**config.mk**
```make
export PLATFORM = sky130hd
export DESIGN_NAME = sorted_priority_queue
export DESIGN_NICKNAME = d
export VERILOG_FILES = /design/src/hw/rtl/spq_pkg.sv /design/src/hw/rtl/spq_datapath.sv /design/src/hw/rtl/spq_ctrl.sv /design/src/hw/rtl/sorted_priority_queue.sv
export SDC_FILE = /design/constraint.sdc
export NUM_CORES = 2
export LEC_CHECK = 0
export ABC_AREA = 1
export BUFFER_PORTS_ARGS = -buffer_cell sky130_fd_sc_hd__clkbuf_2
export CORE_ASPECT_RATIO = 1.25
export CORE_UTILIZATION = 64
export CTS_CLUSTER_DIAMETER = 100
export DETAILED_ROUTE_END_ITERATION = 8
export PLACE_DENSITY = 0.88
export SLEW_MARGIN = 20
export SYNTH_ARGS = -nofsm -noshare
export SYNTH_HDL_FRONTEND = slang
export SYNTH_SLANG_ARGS = --single-unit
export TNS_END_PERCENT = 30
```
**constraint.sdc**
```tcl
create_clock -name clk -period 6.42 [get_ports clk]
set_input_delay 1.284 -clock clk [delete_from_list [all_inputs] [get_ports clk]]
set_output_delay 1.284 -clock clk [all_outputs]
set_load 0.02 [all_outputs]
```
**src/hw/rtl/spq_pkg.sv**
```systemverilog
// shared types and constants of the sorted priority queue
package spq_pkg;

	localparam int DEPTH = 16;
	localparam int CNT_W = $clog2(DEPTH + 1);
	localparam int VAL_W = 32;
	localparam int PRI_W = 8;
	localparam int KIND_W = 2;
	localparam int STAT_W = 2;
	localparam int OCC_W = 5;
	localparam int IN_DATA_W = ((VAL_W + PRI_W + 7) / 8) * 8;
	localparam int OUT_DATA_W = ((VAL_W + PRI_W + OCC_W + 7) / 8) * 8;

	localparam logic [KIND_W-1:0] KIND_INSERT = 2'd0;
	localparam logic [KIND_W-1:0] KIND_DELETE = 2'd1;
	localparam logic [KIND_W-1:0] KIND_PEEK = 2'd2;

	localparam logic [STAT_W-1:0] ST_OK = 2'd0;
	localparam logic [STAT_W-1:0] ST_EMPTY = 2'd1;
	localparam logic [STAT_W-1:0] ST_FULL = 2'd2;

	typedef struct packed {
		logic insert;
		logic delete;
		logic signed [VAL_W-1:0] value;
		logic [PRI_W-1:0] prio;
	} spq_cmd_t;

	typedef struct packed {
		logic [CNT_W-1:0] count;
		logic full;
		logic empty;
		logic signed [VAL_W-1:0] head_value;
		logic [PRI_W-1:0] head_prio;
	} spq_stat_t;

endpackage

```
**src/hw/rtl/spq_datapath.sv**
```systemverilog
// sorted shift-register cell chain holding the queue entries
module spq_datapath import spq_pkg::*; (
	input  logic clk,
	input  logic arst_n,
	input  spq_cmd_t cmd,
	output spq_stat_t stat
);

	logic signed [VAL_W-1:0] val_q [DEPTH];
	logic [PRI_W-1:0] pri_q [DEPTH];
	logic [CNT_W-1:0] count_q;

	logic signed [VAL_W-1:0] val_d [DEPTH];
	logic [PRI_W-1:0] pri_d [DEPTH];
	logic [DEPTH-1:0] le;
	logic [DEPTH-1:0] le_prev;

	always_comb begin
		for (int i = 0; i < DEPTH; i++) begin
			le[i] = (CNT_W'(i) < count_q) && (pri_q[i] <= cmd.prio);
		end
		le_prev = {le[DEPTH-2:0], 1'b1};
	end

	always_comb begin
		for (int i = 0; i < DEPTH; i++) begin
			val_d[i] = val_q[i];
			pri_d[i] = pri_q[i];
		end
		if (cmd.insert) begin
			for (int i = 1; i < DEPTH; i++) begin
				if (!le[i] && !le_prev[i]) begin
					val_d[i] = val_q[i-1];
					pri_d[i] = pri_q[i-1];
				end
			end
			for (int i = 0; i < DEPTH; i++) begin
				if (!le[i] && le_prev[i]) begin
					val_d[i] = cmd.value;
					pri_d[i] = cmd.prio;
				end
			end
		end else if (cmd.delete) begin
			for (int i = 0; i < DEPTH - 1; i++) begin
				val_d[i] = val_q[i+1];
				pri_d[i] = pri_q[i+1];
			end
		end
	end

	always_ff @(posedge clk) begin
		for (int i = 0; i < DEPTH; i++) begin
			val_q[i] <= val_d[i];
			pri_q[i] <= pri_d[i];
		end
	end

	always_ff @(posedge clk or negedge arst_n) begin
		if (!arst_n) begin
			count_q <= '0;
		end else if (cmd.insert) begin
			count_q <= count_q + 1'b1;
		end else if (cmd.delete) begin
			count_q <= count_q - 1'b1;
		end
	end

	assign stat.count = count_q;
	assign stat.full = (count_q == CNT_W'(DEPTH));
	assign stat.empty = (count_q == '0);
	assign stat.head_value = val_q[0];
	assign stat.head_prio = pri_q[0];

	a_count_bound: assert property (@(posedge clk) disable iff (!arst_n)
		count_q <= CNT_W'(DEPTH))
		else $error("entry count above depth");

	a_no_overfill: assert property (@(posedge clk) disable iff (!arst_n)
		cmd.insert |-> (count_q != CNT_W'(DEPTH)) && !cmd.delete)
		else $error("insert into full queue or together with delete");

	a_no_underrun: assert property (@(posedge clk) disable iff (!arst_n)
		cmd.delete |-> (count_q != '0))
		else $error("delete from empty queue");

	a_head_sorted: assert property (@(posedge clk) disable iff (!arst_n)
		(count_q > CNT_W'(1)) |-> (pri_q[0] <= pri_q[1]))
		else $error("head entry out of order");

endmodule

```
**src/hw/rtl/spq_ctrl.sv**
```systemverilog
// controller: handshake, operation decode and result register
module spq_ctrl import spq_pkg::*; (
	input  logic clk,
	input  logic arst_n,
	input  logic in_valid,
	output logic in_ready,
	input  logic [KIND_W-1:0] in_kind,
	input  logic signed [VAL_W-1:0] in_value,
	input  logic [PRI_W-1:0] in_prio,
	output logic out_valid,
	input  logic out_ready,
	output logic [STAT_W-1:0] out_status,
	output logic signed [VAL_W-1:0] out_value,
	output logic [PRI_W-1:0] out_prio,
	output logic [OCC_W-1:0] out_occ,
	output spq_cmd_t cmd,
	input  spq_stat_t stat
);

	typedef enum logic {
		S_IDLE,
		S_HOLD
	} state_t;

	state_t state_q;
	logic accept;
	logic [STAT_W-1:0] res_status;
	logic signed [VAL_W-1:0] res_value;
	logic [PRI_W-1:0] res_prio;
	logic [CNT_W-1:0] res_count;

	assign in_ready = (state_q == S_IDLE) || out_ready;
	assign accept = in_valid && in_ready;
	assign out_valid = (state_q == S_HOLD);

	always_comb begin
		cmd.insert = 1'b0;
		cmd.delete = 1'b0;
		cmd.value = in_value;
		cmd.prio = in_prio;
		res_status = ST_OK;
		res_value = '0;
		res_prio = '0;
		res_count = stat.count;
		unique case (in_kind)
			KIND_INSERT: begin
				if (stat.full) begin
					res_status = ST_FULL;
				end else begin
					cmd.insert = accept;
					res_count = stat.count + 1'b1;
				end
			end
			KIND_DELETE, KIND_PEEK: begin
				if (stat.empty) begin
					res_status = ST_EMPTY;
				end else begin
					res_value = stat.head_value;
					res_prio = stat.head_prio;
					if (in_kind == KIND_DELETE) begin
						cmd.delete = accept;
						res_count = stat.count - 1'b1;
					end
				end
			end
			default: begin
				res_status = ST_OK;
			end
		endcase
	end

	always_ff @(posedge clk or negedge arst_n) begin
		if (!arst_n) begin
			state_q <= S_IDLE;
			out_status <= ST_OK;
			out_value <= '0;
			out_prio <= '0;
			out_occ <= '0;
		end else begin
			if (accept) begin
				state_q <= S_HOLD;
				out_status <= res_status;
				out_value <= res_value;
				out_prio <= res_prio;
				out_occ <= OCC_W'(res_count);
			end else if (out_ready) begin
				state_q <= S_IDLE;
			end
		end
	end

	a_empty_zero: assert property (@(posedge clk) disable iff (!arst_n)
		out_valid && (out_status != ST_OK) |-> (out_value == '0) && (out_prio == '0))
		else $error("failed operation returned head data");

	a_full_occ: assert property (@(posedge clk) disable iff (!arst_n)
		out_valid && (out_status == ST_FULL) |-> (out_occ == OCC_W'(DEPTH)))
		else $error("full report with queue not full");

	a_occ_tracks: assert property (@(posedge clk) disable iff (!arst_n)
		accept |=> (out_occ == OCC_W'(stat.count)))
		else $error("reported occupancy differs from stored count");

endmodule

```
**src/hw/rtl/sorted_priority_queue.sv**
```systemverilog
// top level of the sorted priority queue
//
// input words on the s_ side: s_tuser carries the operation (insert, delete
// head, peek head), s_tdata the item value and priority used by an insert
// every accepted word gives exactly one result word on the m_ side, carrying
// the status in m_tuser and head value, head priority and occupancy in m_tdata
// smaller priority numbers leave first, equal priorities in arrival order
// an insert into a full queue is dropped with a full status, a delete or peek
// on an empty queue returns an empty status with zero head fields
// m_tvalid rises in the cycle after input accept; one word per cycle is
// taken while the result register is empty or being read in the same cycle,
// set by the compare and shift of the entry cell chain
// when the receiver stalls, the result word holds and s_tready drops until
// m_tready returns
// reset empties the queue and clears m_tvalid; no clearing pass is needed
module sorted_priority_queue import spq_pkg::*; (
	input  logic clk,
	input  logic arst_n,
	input  logic s_tvalid,
	output logic s_tready,
	input  logic [IN_DATA_W-1:0] s_tdata,    // item_value, item_priority
	input  logic [KIND_W-1:0] s_tuser,       // kind
	output logic m_tvalid,
	input  logic m_tready,
	output logic [OUT_DATA_W-1:0] m_tdata,   // head_value, head_priority, occupancy, zero pad
	output logic [STAT_W-1:0] m_tuser        // status
);

	spq_cmd_t cmd;
	spq_stat_t stat;
	logic signed [VAL_W-1:0] out_value;
	logic [PRI_W-1:0] out_prio;
	logic [OCC_W-1:0] out_occ;

	spq_ctrl u_ctrl (
		.clk(clk),
		.arst_n(arst_n),
		.in_valid(s_tvalid),
		.in_ready(s_tready),
		.in_kind(s_tuser),
		.in_value(s_tdata[VAL_W-1:0]),
		.in_prio(s_tdata[VAL_W+PRI_W-1:VAL_W]),
		.out_valid(m_tvalid),
		.out_ready(m_tready),
		.out_status(m_tuser),
		.out_value(out_value),
		.out_prio(out_prio),
		.out_occ(out_occ),
		.cmd(cmd),
		.stat(stat)
	);

	spq_datapath u_datapath (
		.clk(clk),
		.arst_n(arst_n),
		.cmd(cmd),
		.stat(stat)
	);

	assign m_tdata = {{(OUT_DATA_W-VAL_W-PRI_W-OCC_W){1'b0}}, out_occ, out_prio, out_value};

endmodule
```
==> flow_summary.toml <==
[setup_path]
worst-endpoint-arrival_ns = 4.94
worstPathMaxFanout = 218
worst_r2r_startpoint = "u_datapath.count_q[4]"
worstSetupEndpointType = "flop"
setup.worst_path.class = "primary input to flop"
critical_path.startpoint_type = "primary input"
cp.required_ns = 6.78
critPathLaunch = "m_tready"

[detailed_routing]
wirelength_mm = 96.4
total_via_count_in_the_routed_design = 34500
detailedRoute.firstPassIterationCount = 8
post_drt_via_cell_ratio = 5.56
drt-wirelength-per-cell_um = 15.5
drt_iter0_markers = 3766
drc = 0
route.antenna.remaining_nets = 0

[layout]
final_core_utilization = 0.691
fill_cells = 5056
seq_area_mm2 = 0.0205
drive_gt1_frac = 0.0583
post_layout_nonfiller_instances = 6199
layout.cells.most_common = "sky130_fd_sc_hd__nand2_1"
syn2layout_area_growth_pct = 6.82
final_net_count = 5476
highest_count_cells_in_the_layout_ignoring_fill_and_taps = "2,066 x sky130_fd_sc_hd__nand2_1, 1,171 x sky130_fd_sc_hd__nand3_1, 686 x sky130_fd_sc_hd__inv_1"
stdcell_area_mm2 = 0.0444
multi_input_comb_area_mm2 = 0.0169

[power_and_ir_drop]
finalPower_mw = 14.1
power_per_cell_area_mw_per_mm2 = 318
worst_ir_drop_vdd_v = 0.000266
leakage_power_summed_over_all_cells_nw = 21.9

[clocking]
cts_resized = 0
h-tree-depth = 3
clk_path_buf_depth = 3
clk_transition_reported_paths_ns = 0.06
total_clock_buffers_created_by_cts = 73
clock_tree.root_cell = "sky130_fd_sc_hd__clkbuf_16"
post_cts_setup_buffer_count = 0
post_cts_hold_buffer_count = 0
tritoncts = "yes"
clock-sinks = 693
clock_insertion_delay_at_the_later_pin_of_the_skew_report_ns = 0.62

[logic_synthesis]
yosys.area_share.simple = 0.337
mappedNetlistArea_mm2 = 0.0416
synth.area.top_cells = "sky130_fd_sc_hd__edfxtp_1 46%, sky130_fd_sc_hd__nand2_1 19%, sky130_fd_sc_hd__nand3_1 14%"
postSynthRegisterBits = 693
synth_compound_gate_area_share = 0.0254
ys_seq_area_frac = 0.494
xor_and_xnor_area_share_after_synthesis = 0.00105
ys_types = 30
syn_inst = 5415
post_synthesis_average_cell_area_um2 = 7.68
combinational_family_with_the_most_area_after_synthesis = "simple AND/OR/NAND/NOR gates"
yosys.area_share.adder = 0.0406
synth_largest_type_area_fraction = 0.462
netlist.top_cell.by_area = "sky130_fd_sc_hd__edfxtp_1"
yosys-mux-area-fraction = 0
synthesis.yosys.warnings = 0

[timing]
fraction_of_the_cycle_the_final_worst_path_needs = 0.713
achievable-frequency_ghz = 0.219
finalWorstSetupSlack_ns = 1.84
timing_hold_violations_final = 0
relative_slew_slack = 0.268
clock_period_minus_final_worst_setup_slack_ns = 4.58
worst_hold_slack_ns = 0.479
final_setup_tns_ns = 0
drv_slew = 0
timing.final.setup_violations = 0
final.setup_skew_ns = 0.0176
max_slew.worst_pin.slew_ns = 1.10
setup_repair_after_global_routing_missed_its_margin = "false"

[grt]
first_pass_grt_wire_length_mm = 161
first_global_vias = 32900
number_of_antenna_violations_at_the_first_check_in_global_routing = 1
grt_remaining_overflow = 0
track_usage = 0.291
largest_net_degree_at_the_start_of_global_routing = 262

[placed_design]
placed_cell_area_mm2 = 0.0422
number_of_placed_cells_counting_well_taps = 6068
detailedPlace.worstSlack_ns = 1.64
placement.io_buffers = 94
detailed_place_hpwl_mm = 66.4
finalWeightedCongestion = 0.929

[hold_path]
min-delay-start = "u_ctrl.out_value[2]"
min-delay-path-class = "flop to flop"

[die]
io_pins = 98
die_height_um = 287
floorplan.die_area_mm2 = 0.0660
die_width_um = 230
initial_core_util = 0.647
coreArea_mm2 = 0.0643
row_count = 104

[job]
maxCapViolCount = 0

[status]
result_of_the_run = "finished clean"
-- layer usage --
layer	part of all wire	vias to the layer above	wire length (um)	GRT usage
met5	0	-	0	0
met4	0.014	0	1330	0.0778
met3	0.087	116	8400	0.0448
met2	0.49	1503	47300	0.498
met1	0.41	15600	39400	0.387
li1	-	17200	-	-
-- worst paths after layout --
kind	end	slack [ns]	depth (start not counted)
min reg2reg	u_ctrl.out_value[2]	0.48	2
min in group asynchronous	u_datapath.count_q[3]	0.78	2
max reg2reg	u_datapath.val_q[0][110]	2.27	8
max in group asynchronous	u_ctrl.out_value[12]	5.21	2
max	u_datapath.val_q[0][110]	1.84	11
min	u_ctrl.out_value[2]	0.48	2
-- state kept, by name, summed over array words and instances (netlist names) --
name and count:
u_ctrl.out_status 2, u_datapath.count_q 5, u_datapath.pri_q 128, u_datapath.val_q 512, u_ctrl.out_occ 5, u_ctrl.out_value 32
u_ctrl.out_prio 8, u_ctrl.out_valid 1
-- cells by family (layout without fill, tap and decap cells) --
kind of cell / count (synthesis) / count (layout)
other: 1 / 4
AOI/OAI and AO/OA: 190 / 190
DFF: 693 / 693
and+or+nand+nor: 3318 / 3318
adders and majority gates: 135 / 135
buffers and inverters: 1073 / 1006
xor gates and xnor gates: 5 / 5
-- layout make-up --
cell class | count | share of cell area
repair buffers | 176 | 0.0259
clock inverters | 31 | 0.00363
well taps | 848 | 0.0239
multi-input cells | 3651 | 0.380
inverters | 700 | 0.0595
diodes | 1 | 0.0000563
flip-flops and latches | 693 | 0.463
clock buffers | 99 | 0.0447
-- worst max-delay path: stages --
cell	delay [ns]
sky130_fd_sc_hd__clkbuf_2	0.08
sky130_fd_sc_hd__inv_1	0.04
sky130_fd_sc_hd__nand2_1	0.08
sky130_fd_sc_hd__nand2_2	0.07
sky130_fd_sc_hd__buf_4	0.45
sky130_fd_sc_hd__inv_1	0.24
sky130_fd_sc_hd__nand2_4	0.71
sky130_fd_sc_hd__clkinv_8	0.89
sky130_fd_sc_hd__buf_12	0.53
sky130_fd_sc_hd__nand3_1	0.24
sky130_fd_sc_hd__nand2_1	0.07
-- Yosys cell counts, drive strengths merged --
| master | n |
|---|---|
| a21boi | 2 |
| a21o | 15 |
| a21oi | 57 |
| a31oi | 1 |
| buf | 175 |
| clkbuf | 198 |
| conb | 1 |
| dfrtp | 53 |
| edfxtp | 640 |
| ha | 135 |
| inv | 700 |
| nand2 | 2070 |
| nand3 | 1171 |
| nand4 | 15 |
| nor2 | 61 |
| nor3 | 1 |
| o211ai | 6 |
| o21ai | 109 |
| xnor2 | 1 |
| xor2 | 4 |
-- power by group --
| group | internal, mW | switching [mW] |
|---|---|---|
| sequential | 5.44 | 0.227 |
| clock | 2.17 | 1.74 |
| combinational | 1.21 | 3.34 |
Note: power is estimated with default switching activity, not from simulation.
